`src/sv/probe_slot_allocator_defines.svh`:
```
// Assertion macros shared by the probe slot allocator RTL.
`ifndef PROBE_SLOT_ALLOCATOR_DEFINES_SVH
`define PROBE_SLOT_ALLOCATOR_DEFINES_SVH

// Same-cycle implication, disabled while reset is asserted
`define PSA_ASSERT_NOW(lbl, ck, rn, ante, cons, msg) \
  lbl: assert property (@(posedge ck) disable iff (!rn) (ante) |-> (cons)) \
    else $error(msg);

// Next-cycle implication, disabled while reset is asserted
`define PSA_ASSERT_NEXT(lbl, ck, rn, ante, cons, msg) \
  lbl: assert property (@(posedge ck) disable iff (!rn) (ante) |=> (cons)) \
    else $error(msg);

`endif

```
`src/sv/psa_pkg.sv`:
```
// Shared widths, defaults, status codes and control structs of the probe slot allocator.
`timescale 1ns / 1ps
`default_nettype none
package psa_pkg;

  localparam int ADDR_W     = 64;
  localparam int PROG_W     = 32;
  localparam int SLOT_W     = 12;
  localparam int STATUS_W   = 3;
  localparam int COUNT_W    = 13;
  localparam int POS_W      = 14;
  localparam int SLOT_DEPTH = 4096;
  localparam int SLOT_MAX   = 4095;

  localparam int DEF_SLOTS_PER_PAGE = 256;
  localparam int DEF_HEADER_SLOTS   = 1;
  localparam int DEF_MAX_PAGES      = 16;

  localparam logic [PROG_W-1:0] NOOP_RESET = '1;

  // Result status codes
  typedef enum logic [STATUS_W-1:0] {
    STAT_INSERTED = 3'd0,
    STAT_ERASED   = 3'd1,
    STAT_IGNORED  = 3'd2,
    STAT_FULL     = 3'd3,
    STAT_RANGE    = 3'd4
  } status_t;

  // Controller to datapath commands
  typedef struct packed {
    logic clear_wr;
    logic accept;
    logic commit;
  } psa_cmd_t;

  // Datapath to controller status
  typedef struct packed {
    logic clear_last;
    logic out_blocked;
  } psa_sts_t;

endpackage
`default_nettype wire

```
`src/sv/psa_ctrl.sv`:
```
// Sequencer: clearing pass after reset, then accept / execute per transaction.
`timescale 1ns / 1ps
`default_nettype none
module psa_ctrl import psa_pkg::*; (
  input  wire logic     clk,
  input  wire logic     rst_n,
  input  wire logic     in_valid,
  output logic          in_ready,
  input  wire psa_sts_t sts,
  output psa_cmd_t      cmd
);

  typedef enum logic [2:0] {
    ST_CLEAR = 3'b001,
    ST_IDLE  = 3'b010,
    ST_EXEC  = 3'b100
  } state_t;

  state_t state_r, state_nxt;

  // next state
  always_comb begin
    state_nxt = state_r;
    unique case (state_r)
      ST_CLEAR: begin
        if (sts.clear_last) state_nxt = ST_IDLE;
      end
      ST_IDLE: begin
        if (in_valid) state_nxt = ST_EXEC;
      end
      ST_EXEC: begin
        if (!sts.out_blocked) state_nxt = ST_IDLE;
      end
      default: begin
        state_nxt = ST_CLEAR;
      end
    endcase
  end

  always_ff @(posedge clk) begin
    if (!rst_n) begin
      state_r <= ST_CLEAR;
    end else begin
      state_r <= state_nxt;
    end
  end

  // commands
  assign in_ready     = (state_r == ST_IDLE);
  assign cmd.clear_wr = (state_r == ST_CLEAR);
  assign cmd.accept   = (state_r == ST_IDLE) && in_valid;
  assign cmd.commit   = (state_r == ST_EXEC) && !sts.out_blocked;

endmodule
`default_nettype wire

```
`config.mk`:
```
export PLATFORM = sky130hd
export DESIGN_NAME = psa_ctrl
export DESIGN_NICKNAME = d
export VERILOG_FILES = /design/src/sv/probe_slot_allocator_defines.svh /design/src/sv/psa_pkg.sv /design/src/sv/psa_ctrl.sv
export SDC_FILE = /design/constraint.sdc
export NUM_CORES = 1
export LEC_CHECK = 0
export BUFFER_PORTS_ARGS = -buffer_cell sky130_fd_sc_hd__buf_2
export CORE_AREA = 2 2 39 41
export CTS_BUF_LIST = sky130_fd_sc_hd__clkbuf_4 sky130_fd_sc_hd__clkbuf_8
export DETAILED_ROUTE_END_ITERATION = 16
export DIE_AREA = 0 0 41 43
export GPL_TIMING_DRIVEN = 0
export SYNTH_ARGS = -nofsm -noshare
export SYNTH_HDL_FRONTEND = slang
export SYNTH_SLANG_ARGS = --single-unit
export TNS_END_PERCENT = 100
```
`constraint.sdc`:
```
create_clock -name clk -period 1.4 [get_ports clk]
set_input_delay 0.07 -clock clk [delete_from_list [all_inputs] [get_ports clk]]
set_output_delay 0.07 -clock clk [all_outputs]
set_load 0.1 [all_outputs]
```
=== Word-level counts from Yosys, hierarchy flattened ===
Index checks and enable logic that the tools add are counted.

* Equal/unequal tests: 6
* Muxes and demuxes: 4
* Reductions and logical operators: 4

{| class="wikitable"
|+ Operators by type and width
! cell !! count
|-
| 3-bit two-way mux || 3
|-
| 3-bit case mux with 3 select lines || 1
|-
| 2-bit inequality test, second input constant || 3
|-
| 3-bit by 1-bit == test with 1-bit output, second input constant || 1
|-
| 3-bit by 2-bit == test with 1-bit output, second input constant || 1
|-
| 3-bit == test, second input constant || 1
|-
| 3-bit AND reduction || 1
|-
| 1-bit logical AND || 2
|-
| 1-bit zero test || 1
|}

* Register bits after elaboration: 3
* Bits of input ports: 5
* Output and inout port bits: 4
* Logic and storage cells: 15

=== Logic depth before layout (Yosys ltp) ===
Gate-level depths: netlist of run 1.

* Depth after elaboration: 3
* Gate-level depth with buffers: 3
* Gate-level depth less buffers: 3

=== Least setup slack after synthesis of run 1 ===
No wires, ideal clock.

* Path kind: flip-flop to flip-flop
* From: register state_r[2]
* To: register state_r[1]
* Setup time: 0.066 ns
* Arrival time: 2.493 ns
* Required time: 1.334 ns
* Setup slack: -1.160 ns
* Cell stages (with the launch flop): 3
* Buffers on the path: 0
* Clock period less this slack: 2.560 ns
* Path through: dfxtp_1 > nor4b_2 > o311a_1

* Cells in the longest elaborated chain, start to end: 3
* Elaborated cells between the ends (all ways): 8
* Those cells by class: eq/ne (6); mux (1); reduce/logical (1)

{| class="wikitable"
|+ RTL lines
! element !! line !! source
|-
| start, declared || psa_ctrl.sv:19 || <nowiki>state_t state_r, state_nxt;</nowiki>
|-
| start signal, assigned || psa_ctrl.sv:44 || <nowiki>state_r <= state_nxt;</nowiki>
|-
| 3-bit by 1-bit == test with 1-bit output, or another cell as far along || psa_ctrl.sv:24 || <nowiki>unique case (state_r)</nowiki>
|-
| 2-bit inequality test (no source line) || -- ||
|-
| 3-bit AND reduction (no source line) || -- ||
|}

Several ways; a longest one is shown, not always the timed one.
A chain may end at the register's enable or synchronous reset.

==> metrics.txt, run 1 <==
# TYPE chip_impl_metric gauge
chip_impl_info{name="clock_tree.root_cell",value="sky130_fd_sc_hd__clkbuf_4"} 1
chip_impl_info{name="rr_endpoint",value="state_r[1]"} 1
chip_impl_metric{name="timing_hold_violations_final",unit=""} 0
chip_impl_metric{name="detailroute.via_count",unit=""} 174
chip_impl_info{name="largest_registers",value="state_r (3)"} 1
chip_impl_metric{name="ctsHtreeMaxLevel",unit=""} 1
chip_impl_metric{name="postRouteAntennaNets",unit=""} 0
chip_impl_metric{name="synthesis.area",unit="sq um"} 184
chip_impl_metric{name="initial_util",unit="%"} 13.3
chip_impl_metric{name="crit_fanout",unit=""} 5
chip_impl_info{name="crit_path_end_kind",value="output port"} 1
chip_impl_metric{name="netlist_instances",unit=""} 17
chip_impl_metric{name="synthesis.yosys.warnings",unit=""} 0
chip_impl_info{name="crit_reg_reg_startpoint",value="state_r[1]"} 1
chip_impl_metric{name="cellPowerDensity",unit="nW/um^2"} 1270
chip_impl_metric{name="final_design_area_no_fill",unit="sq um"} 313
chip_impl_metric{name="floorplan.die_area",unit="sq um"} 1760
chip_impl_info{name="status",value="finished clean"} 1
chip_impl_metric{name="numCtsBuffers",unit=""} 3
chip_impl_metric{name="route.detailed.drc",unit=""} 0
chip_impl_metric{name="clock.fmax",unit="GHz"} 0.767
chip_impl_metric{name="largest_register_ffs",unit=""} 3
chip_impl_metric{name="maxSlewViolCount",unit=""} 0
chip_impl_metric{name="routed_wirelength",unit="microns"} 395
chip_impl_metric{name="max_stage_delay",unit="ps"} 390
chip_impl_metric{name="cts-root-to-sink-buffers",unit=""} 2
chip_impl_metric{name="ys_seq_area_share",unit="%"} 32.7
chip_impl_metric{name="peakVddDrop",unit="uV"} 383
chip_impl_metric{name="layout_cells_sized_above_1",unit="%"} 65.5
chip_impl_metric{name="vias_per_cell",unit=""} 3.87
chip_impl_metric{name="power.leakage",unit="nW"} 0.116
chip_impl_metric{name="report.final.setup_viol",unit=""} 0
chip_impl_info{name="reg_with_most_ffs",value="state_r"} 1
chip_impl_metric{name="clk_latency",unit="ps"} 240
chip_impl_metric{name="grt_first_pass_wirelength",unit="microns"} 696
chip_impl_metric{name="cts_num_sinks",unit=""} 3
chip_impl_metric{name="boundaryPins",unit=""} 9
chip_impl_metric{name="number_of_cells_on_the_worst_reg_to_reg_path",unit=""} 3
chip_impl_metric{name="critical_path_arrival",unit="ps"} 1230
chip_impl_metric{name="fp-row-count",unit=""} 14
chip_impl_info{name="kind_of_path_behind_the_tightest_hold_check",value="primary input to flip-flop"} 1
chip_impl_metric{name="count_of_buffers_inserted_at_the_top_level_ports",unit=""} 8
chip_impl_info{name="rsz0062_at_grt",value="no"} 1
chip_impl_metric{name="clock_skew",unit="ps"} 4.53
chip_impl_metric{name="design.final.nets",unit=""} 35
chip_impl_metric{name="die_x",unit="microns"} 41
chip_impl_metric{name="core_area",unit="sq um"} 1380
chip_impl_metric{name="max_cap_viol_count",unit=""} 0
chip_impl_metric{name="worst_slew_margin_rel",unit="%"} 80.0
chip_impl_metric{name="cts.reportedPaths.clkPinSlew",unit="ps"} 40
chip_impl_metric{name="finalCritPeriodShare",unit="%"} 93.1
chip_impl_metric{name="areaGrowthSynthToFinish",unit="%"} 70.1
chip_impl_info{name="critical_path.cell_chain",value="nor3b_4 -> buf_4"} 1
chip_impl_metric{name="postPlaceCellArea",unit="sq um"} 269
chip_impl_metric{name="synth.avg_cell_area",unit="sq um"} 10.8
chip_impl_metric{name="groute.usage.overall",unit="%"} 6.61
chip_impl_metric{name="synth_cell_type_count",unit=""} 13
chip_impl_info{name="cp_slowest_cell",value="sky130_fd_sc_hd__dfxtp_2"} 1
chip_impl_metric{name="tightestPinTransition",unit="ps"} 301
chip_impl_info{name="startpoint_type",value="flip-flop"} 1
chip_impl_metric{name="synthesis.nets",unit=""} 22
chip_impl_metric{name="place.gp.congestion",unit=""} 0.630
chip_impl_metric{name="yosys_register_bits",unit=""} 3
chip_impl_metric{name="hold_slack",unit="ps"} 31.9
chip_impl_info{name="tritoncts",value="yes"} 1
chip_impl_metric{name="wire_per_inst",unit="microns"} 8.78
chip_impl_metric{name="drtIter0Drc",unit=""} 3
chip_impl_metric{name="antenna_violations_before_repair",unit=""} 0
chip_impl_metric{name="gr-total-overflow",unit=""} 0
chip_impl_metric{name="maximum_number_of_pins_on_one_net_before_global_route_repair",unit=""} 7
chip_impl_metric{name="worst-r2r-setup-slack",unit="ps"} 350
chip_impl_info{name="setup.worst_path.class",value="flip-flop to output port"} 1
chip_impl_metric{name="count_of_tritonroute_iterations_in_the_first_routing_pass",unit=""} 2
chip_impl_metric{name="dieHeight",unit="microns"} 43
chip_impl_info{name="worst_hold_startpoint",value="rst_n"} 1
chip_impl_metric{name="critPathRequiredTime",unit="ps"} 1330
chip_impl_metric{name="period_minus_slack",unit="ps"} 1300
chip_impl_metric{name="grt_pass1_vias",unit=""} 177
chip_impl_metric{name="antennaDiodeCount",unit=""} 0
chip_impl_info{name="whs_endpoint",value="state_r[0]"} 1
chip_impl_metric{name="post-cts-setup-buffer-count",unit=""} 0
chip_impl_metric{name="min_delay_path_depth",unit=""} 2
## cells in the mapped netlist
cell type	count	share of area, %
sky130_fd_sc_hd__nor3b_4	1	10
sky130_fd_sc_hd__nor2b_1	1	3.4
sky130_fd_sc_hd__o311a_1	1	5.4
sky130_fd_sc_hd__nand2_1	1	2.0
sky130_fd_sc_hd__nand2b_1	2	6.8
sky130_fd_sc_hd__nor4b_2	1	8.2
sky130_fd_sc_hd__and2_2	1	4.1
sky130_fd_sc_hd__o2bb2ai_1	1	4.8
sky130_fd_sc_hd__a21oi_1	1	2.7
sky130_fd_sc_hd__nand3b_1	2	8.2
sky130_fd_sc_hd__xnor2_1	1	4.8
sky130_fd_sc_hd__dfxtp_1	3	33
sky130_fd_sc_hd__nor3b_2	1	6.8
## final cells by class
class / instances / area (sq um)
Timing Repair Buffer: 8 / 53.8
Tap cell: 16 / 20.0
Fill cell: 146 / 1070
Multi-Input combinational cell: 14 / 140
Clock buffer: 4 / 30.0
Sequential cell: 3 / 68.8
## layout by cell type, fill, tap and decap left out, types with 2 or more instances in the layout
| cell type | netlist | final |
|---|---|---|
| sky130_fd_sc_hd__dfxtp_4 | 0 | 2 |
| sky130_fd_sc_hd__nand3b_1 | 2 | 2 |
| sky130_fd_sc_hd__buf_2 | 0 | 4 |
| sky130_fd_sc_hd__nor3b_4 | 1 | 2 |
| sky130_fd_sc_hd__clkbuf_4 | 0 | 5 |
| sky130_fd_sc_hd__buf_4 | 0 | 2 |
| sky130_fd_sc_hd__nand2b_1 | 2 | 2 |
## worst max-delay path, delay by kind of cell, from the launching register on
kind	cells	cell delay, ps
and+or+nand+nor	1	270
buffers and inverters	1	330
DFF	1	390
## worst max-delay path by stage
stage                          start        to  slack [ps]  cells after the start
after floorplan           state_r[1]    cmd[1]        -430                      2
final                     state_r[0]    cmd[2]         100                      2
after detailed placement  state_r[1]    cmd[1]         160                      3
after CTS                 state_r[1]  in_ready          10                      2
after global placement    state_r[1]    cmd[1]         160                      3
after global routing      state_r[0]    cmd[2]         0.1                      2
## metal layers
metal,vias to the layer above,GRT usage [%],wire length [microns]
met5,-,0,0
met4,0,8.00,0
met3,0,4.71,41
met2,9,6.25,137
met1,74,7.99,216
li1,91,-,-
## power by group
group | total [mW] | switching [mW] | internal, mW
Clock | 0.174 | 0.0475 | 0.126
Combinational | 0.113 | 0.0725 | 0.0403
Sequential | 0.110 | 0.0165 | 0.0930
## cell families (layout without fill, tap and decap cells)
family                 count (synthesis)  after routing  share of synthesized area (%)
buffers and inverters                  0             12                              0
AND/OR/NAND/NOR                       10             10                           49.7
AO/OA/AOI/OAI                          3              3                           12.9
flip-flops                             3              3                           32.7
XOR/XNOR                               1              1                           4.76
## per-stage QoR
step           setup TNS [ps]  setup slack, ps  util, %  std cells  power (mW)
2_1_floorplan           -1210             -432        -         17       0.199
3_3_place_gp                0              165     19.4         41       0.219
3_5_place_dp                0              162     19.4         41       0.220
4_1_cts                     0             11.2     22.2         45       0.408
5_1_grt                     0            0.104     22.6         45       0.423
6_report                    0             96.2     22.6         45       0.396
## repair_timing
item                       in CTS  in global routing
resized for setup               3                  2
setup endpoints to repair       3                  2
hold buffers                    0                  0
Note: power is estimated with default switching activity, not from simulation.
==> run 2, diff against run 1 <==
--- a/config.mk
+++ b/config.mk
@@ -11,6 +11,8 @@
 export DETAILED_ROUTE_END_ITERATION = 16
 export DIE_AREA = 0 0 41 43
 export GPL_TIMING_DRIVEN = 0
+export PLACE_DENSITY = 0.3
+export SKIP_CTS_REPAIR_TIMING = 1
 export SYNTH_ARGS = -nofsm -noshare
 export SYNTH_HDL_FRONTEND = slang
 export SYNTH_SLANG_ARGS = --single-unit
==> metrics.txt, run 2 (synthesized netlist as in run 1, its figures left out) <==
# TYPE chip_impl_metric gauge
chip_impl_info{name="status",value="finished clean"} 1
chip_impl_metric{name="finalCritPeriodShare",unit="%"} 95.5
chip_impl_metric{name="maximum_number_of_pins_on_one_net_before_global_route_repair",unit=""} 7
chip_impl_metric{name="postRouteAntennaNets",unit=""} 0
chip_impl_metric{name="worst-r2r-setup-slack",unit="ps"} 350
chip_impl_metric{name="detailroute.via_count",unit=""} 163
chip_impl_metric{name="floorplan.die_area",unit="sq um"} 1760
chip_impl_metric{name="wire_per_inst",unit="microns"} 8.87
chip_impl_metric{name="clock.fmax",unit="GHz"} 0.748
chip_impl_metric{name="numCtsBuffers",unit=""} 3
chip_impl_info{name="kind_of_path_behind_the_tightest_hold_check",value="primary input to flip-flop"} 1
chip_impl_metric{name="cts_num_sinks",unit=""} 3
chip_impl_metric{name="critPathRequiredTime",unit="ps"} 1330
chip_impl_metric{name="post-place-cells",unit=""} 41
chip_impl_metric{name="clock_skew",unit="ps"} 0.217
chip_impl_info{name="tritoncts",value="yes"} 1
chip_impl_metric{name="clk_latency",unit="ps"} 230
chip_impl_metric{name="maxSlewViolCount",unit=""} 0
chip_impl_metric{name="routed_wirelength",unit="microns"} 399
chip_impl_metric{name="ctsHtreeMaxLevel",unit=""} 1
chip_impl_metric{name="worst_slew_margin_rel",unit="%"} 80.1
chip_impl_info{name="crit_reg_reg_startpoint",value="state_r[1]"} 1
chip_impl_metric{name="number_of_cells_on_the_worst_reg_to_reg_path",unit=""} 3
chip_impl_info{name="reg_with_most_ffs",value="state_r"} 1
chip_impl_metric{name="timing.setup.tns",unit="ps"} 0
chip_impl_metric{name="groute.usage.overall",unit="%"} 6.20
chip_impl_info{name="critical_path.endpoint",value="cmd[1]"} 1
chip_impl_metric{name="cellPowerDensity",unit="nW/um^2"} 1260
chip_impl_metric{name="drtIter0Drc",unit=""} 2
chip_impl_metric{name="max_cap_viol_count",unit=""} 0
chip_impl_metric{name="count_of_tritonroute_iterations_in_the_first_routing_pass",unit=""} 2
chip_impl_info{name="leading_cell_type_in_the_layout_fill_and_taps_excluded",value="sky130_fd_sc_hd__clkbuf_4"} 1
chip_impl_info{name="startpoint_type",value="flip-flop"} 1
chip_impl_metric{name="hold_slack",unit="ps"} 30.4
chip_impl_metric{name="route.detailed.drc",unit=""} 0
chip_impl_metric{name="dieHeight",unit="microns"} 43
chip_impl_info{name="largest_registers",value="state_r (3)"} 1
chip_impl_metric{name="power.leakage",unit="nW"} 0.115
chip_impl_metric{name="count_of_buffers_inserted_at_the_top_level_ports",unit=""} 8
chip_impl_metric{name="fp-row-count",unit=""} 14
chip_impl_metric{name="place.gp.congestion",unit=""} 0.633
chip_impl_metric{name="timing_hold_violations_final",unit=""} 0
chip_impl_metric{name="antennaDiodeCount",unit=""} 0
chip_impl_metric{name="final-instance-count-excl-fill",unit=""} 45
chip_impl_metric{name="post-dp-hpwl",unit="microns"} 330
chip_impl_metric{name="largest_register_ffs",unit=""} 3
chip_impl_metric{name="initial_util",unit="%"} 13.3
chip_impl_metric{name="vias_per_cell",unit=""} 3.62
chip_impl_metric{name="peakVddDrop",unit="uV"} 472
chip_impl_info{name="rr_endpoint",value="state_r[1]"} 1
chip_impl_metric{name="gr-total-overflow",unit=""} 0
chip_impl_metric{name="core_area",unit="sq um"} 1380
chip_impl_metric{name="layout_cells_sized_above_1",unit="%"} 65.5
chip_impl_metric{name="antenna_violations_before_repair",unit=""} 0
chip_impl_metric{name="report.final.setup_viol",unit=""} 0
chip_impl_metric{name="cts.reportedPaths.clkPinSlew",unit="ps"} 40
chip_impl_metric{name="fin_total_pwr",unit="mW"} 0.389
chip_impl_metric{name="period_minus_slack",unit="ps"} 1340
chip_impl_metric{name="tightestPinTransition",unit="ps"} 301
chip_impl_metric{name="die_x",unit="microns"} 41
chip_impl_metric{name="cts-root-to-sink-buffers",unit=""} 2
chip_impl_info{name="rsz0062_at_grt",value="yes"} 1
chip_impl_info{name="crit_path_end_kind",value="output port"} 1
chip_impl_metric{name="areaGrowthSynthToFinish",unit="%"} 68.0
chip_impl_metric{name="boundaryPins",unit=""} 9
chip_impl_info{name="cp-startpoint",value="state_r[1]"} 1
chip_impl_info{name="layout_common_cells",value="sky130_fd_sc_hd__clkbuf_4 (6), sky130_fd_sc_hd__buf_2 (4)"} 1
chip_impl_metric{name="filler_cell_count",unit=""} 157
chip_impl_metric{name="critical_path_arrival",unit="ps"} 1270
chip_impl_metric{name="design.final.nets",unit=""} 35
chip_impl_metric{name="crit_fanout",unit=""} 6
chip_impl_metric{name="grt_pass1_vias",unit=""} 176
chip_impl_info{name="setup.worst_path.class",value="flip-flop to output port"} 1
chip_impl_metric{name="grt_first_pass_wirelength",unit="microns"} 683
chip_impl_info{name="clock_tree.root_cell",value="sky130_fd_sc_hd__clkbuf_4"} 1
[run 2: cell types whose count changed in the layout (fill, tap and decap cells not counted)]
cell and delta:
sky130_fd_sc_hd__clkbuf_4 +1, sky130_fd_sc_hd__buf_6 -1
[run 2: how the worst min path moves through the flow]
stage                     slack [ps]  cells after the start  startpoint    endpoint
after floorplan                  130                      1       rst_n  state_r[0]
after global placement           270                      2       rst_n  state_r[0]
after detailed placement         270                      2       rst_n  state_r[0]
after CTS                         20                      2       rst_n  state_r[0]
after global routing              40                      2       rst_n  state_r[0]
final                             30                      2       rst_n  state_r[0]
[run 2: through the flow]
step                      area (sq um)  utilization [%]  worst slack [ps]
after detailed placement           269             19.4               167
final                              309             22.3              63.4
after global placement             269             19.4               177
after CTS                          299             21.6             -82.7
after floorplan                    209                -              -432
after global routing               309             22.3             -5.53
[run 2: cell type report]
type / instances / area, sq um / share of cell area, %
flip-flops and latches: 3 / 68.8 / 22.3
clock buffers: 4 / 30.0 / 9.72
multi-input cells: 14 / 140 / 45.3
repair buffers: 8 / 50.0 / 16.2
well taps: 16 / 20.0 / 6.48
[run 2: critical path: stages (launching register included)]
cell and delay (ps):
sky130_fd_sc_hd__dfxtp_4 390, sky130_fd_sc_hd__nor3b_4 220, sky130_fd_sc_hd__and2_4 160, sky130_fd_sc_hd__buf_4 270
[run 2: layer usage]
layer  routed length [microns]  vias to the layer above  track usage (%)  part of all wire [%]
met3                        32                        0             5.24                   8.0
met4                         0                        0             4.00                     0
met2                       177                        6             7.81                    44
li1                          -                       87                -                     -
met1                       189                       70             6.67                    47
met5                         0                        -                0                     0
[run 2: power by group]
group	switching, mW	internal [mW]	total, mW
logic	0.0731	0.0398	0.113
clock network	0.0407	0.126	0.167
registers	0.0161	0.0931	0.109
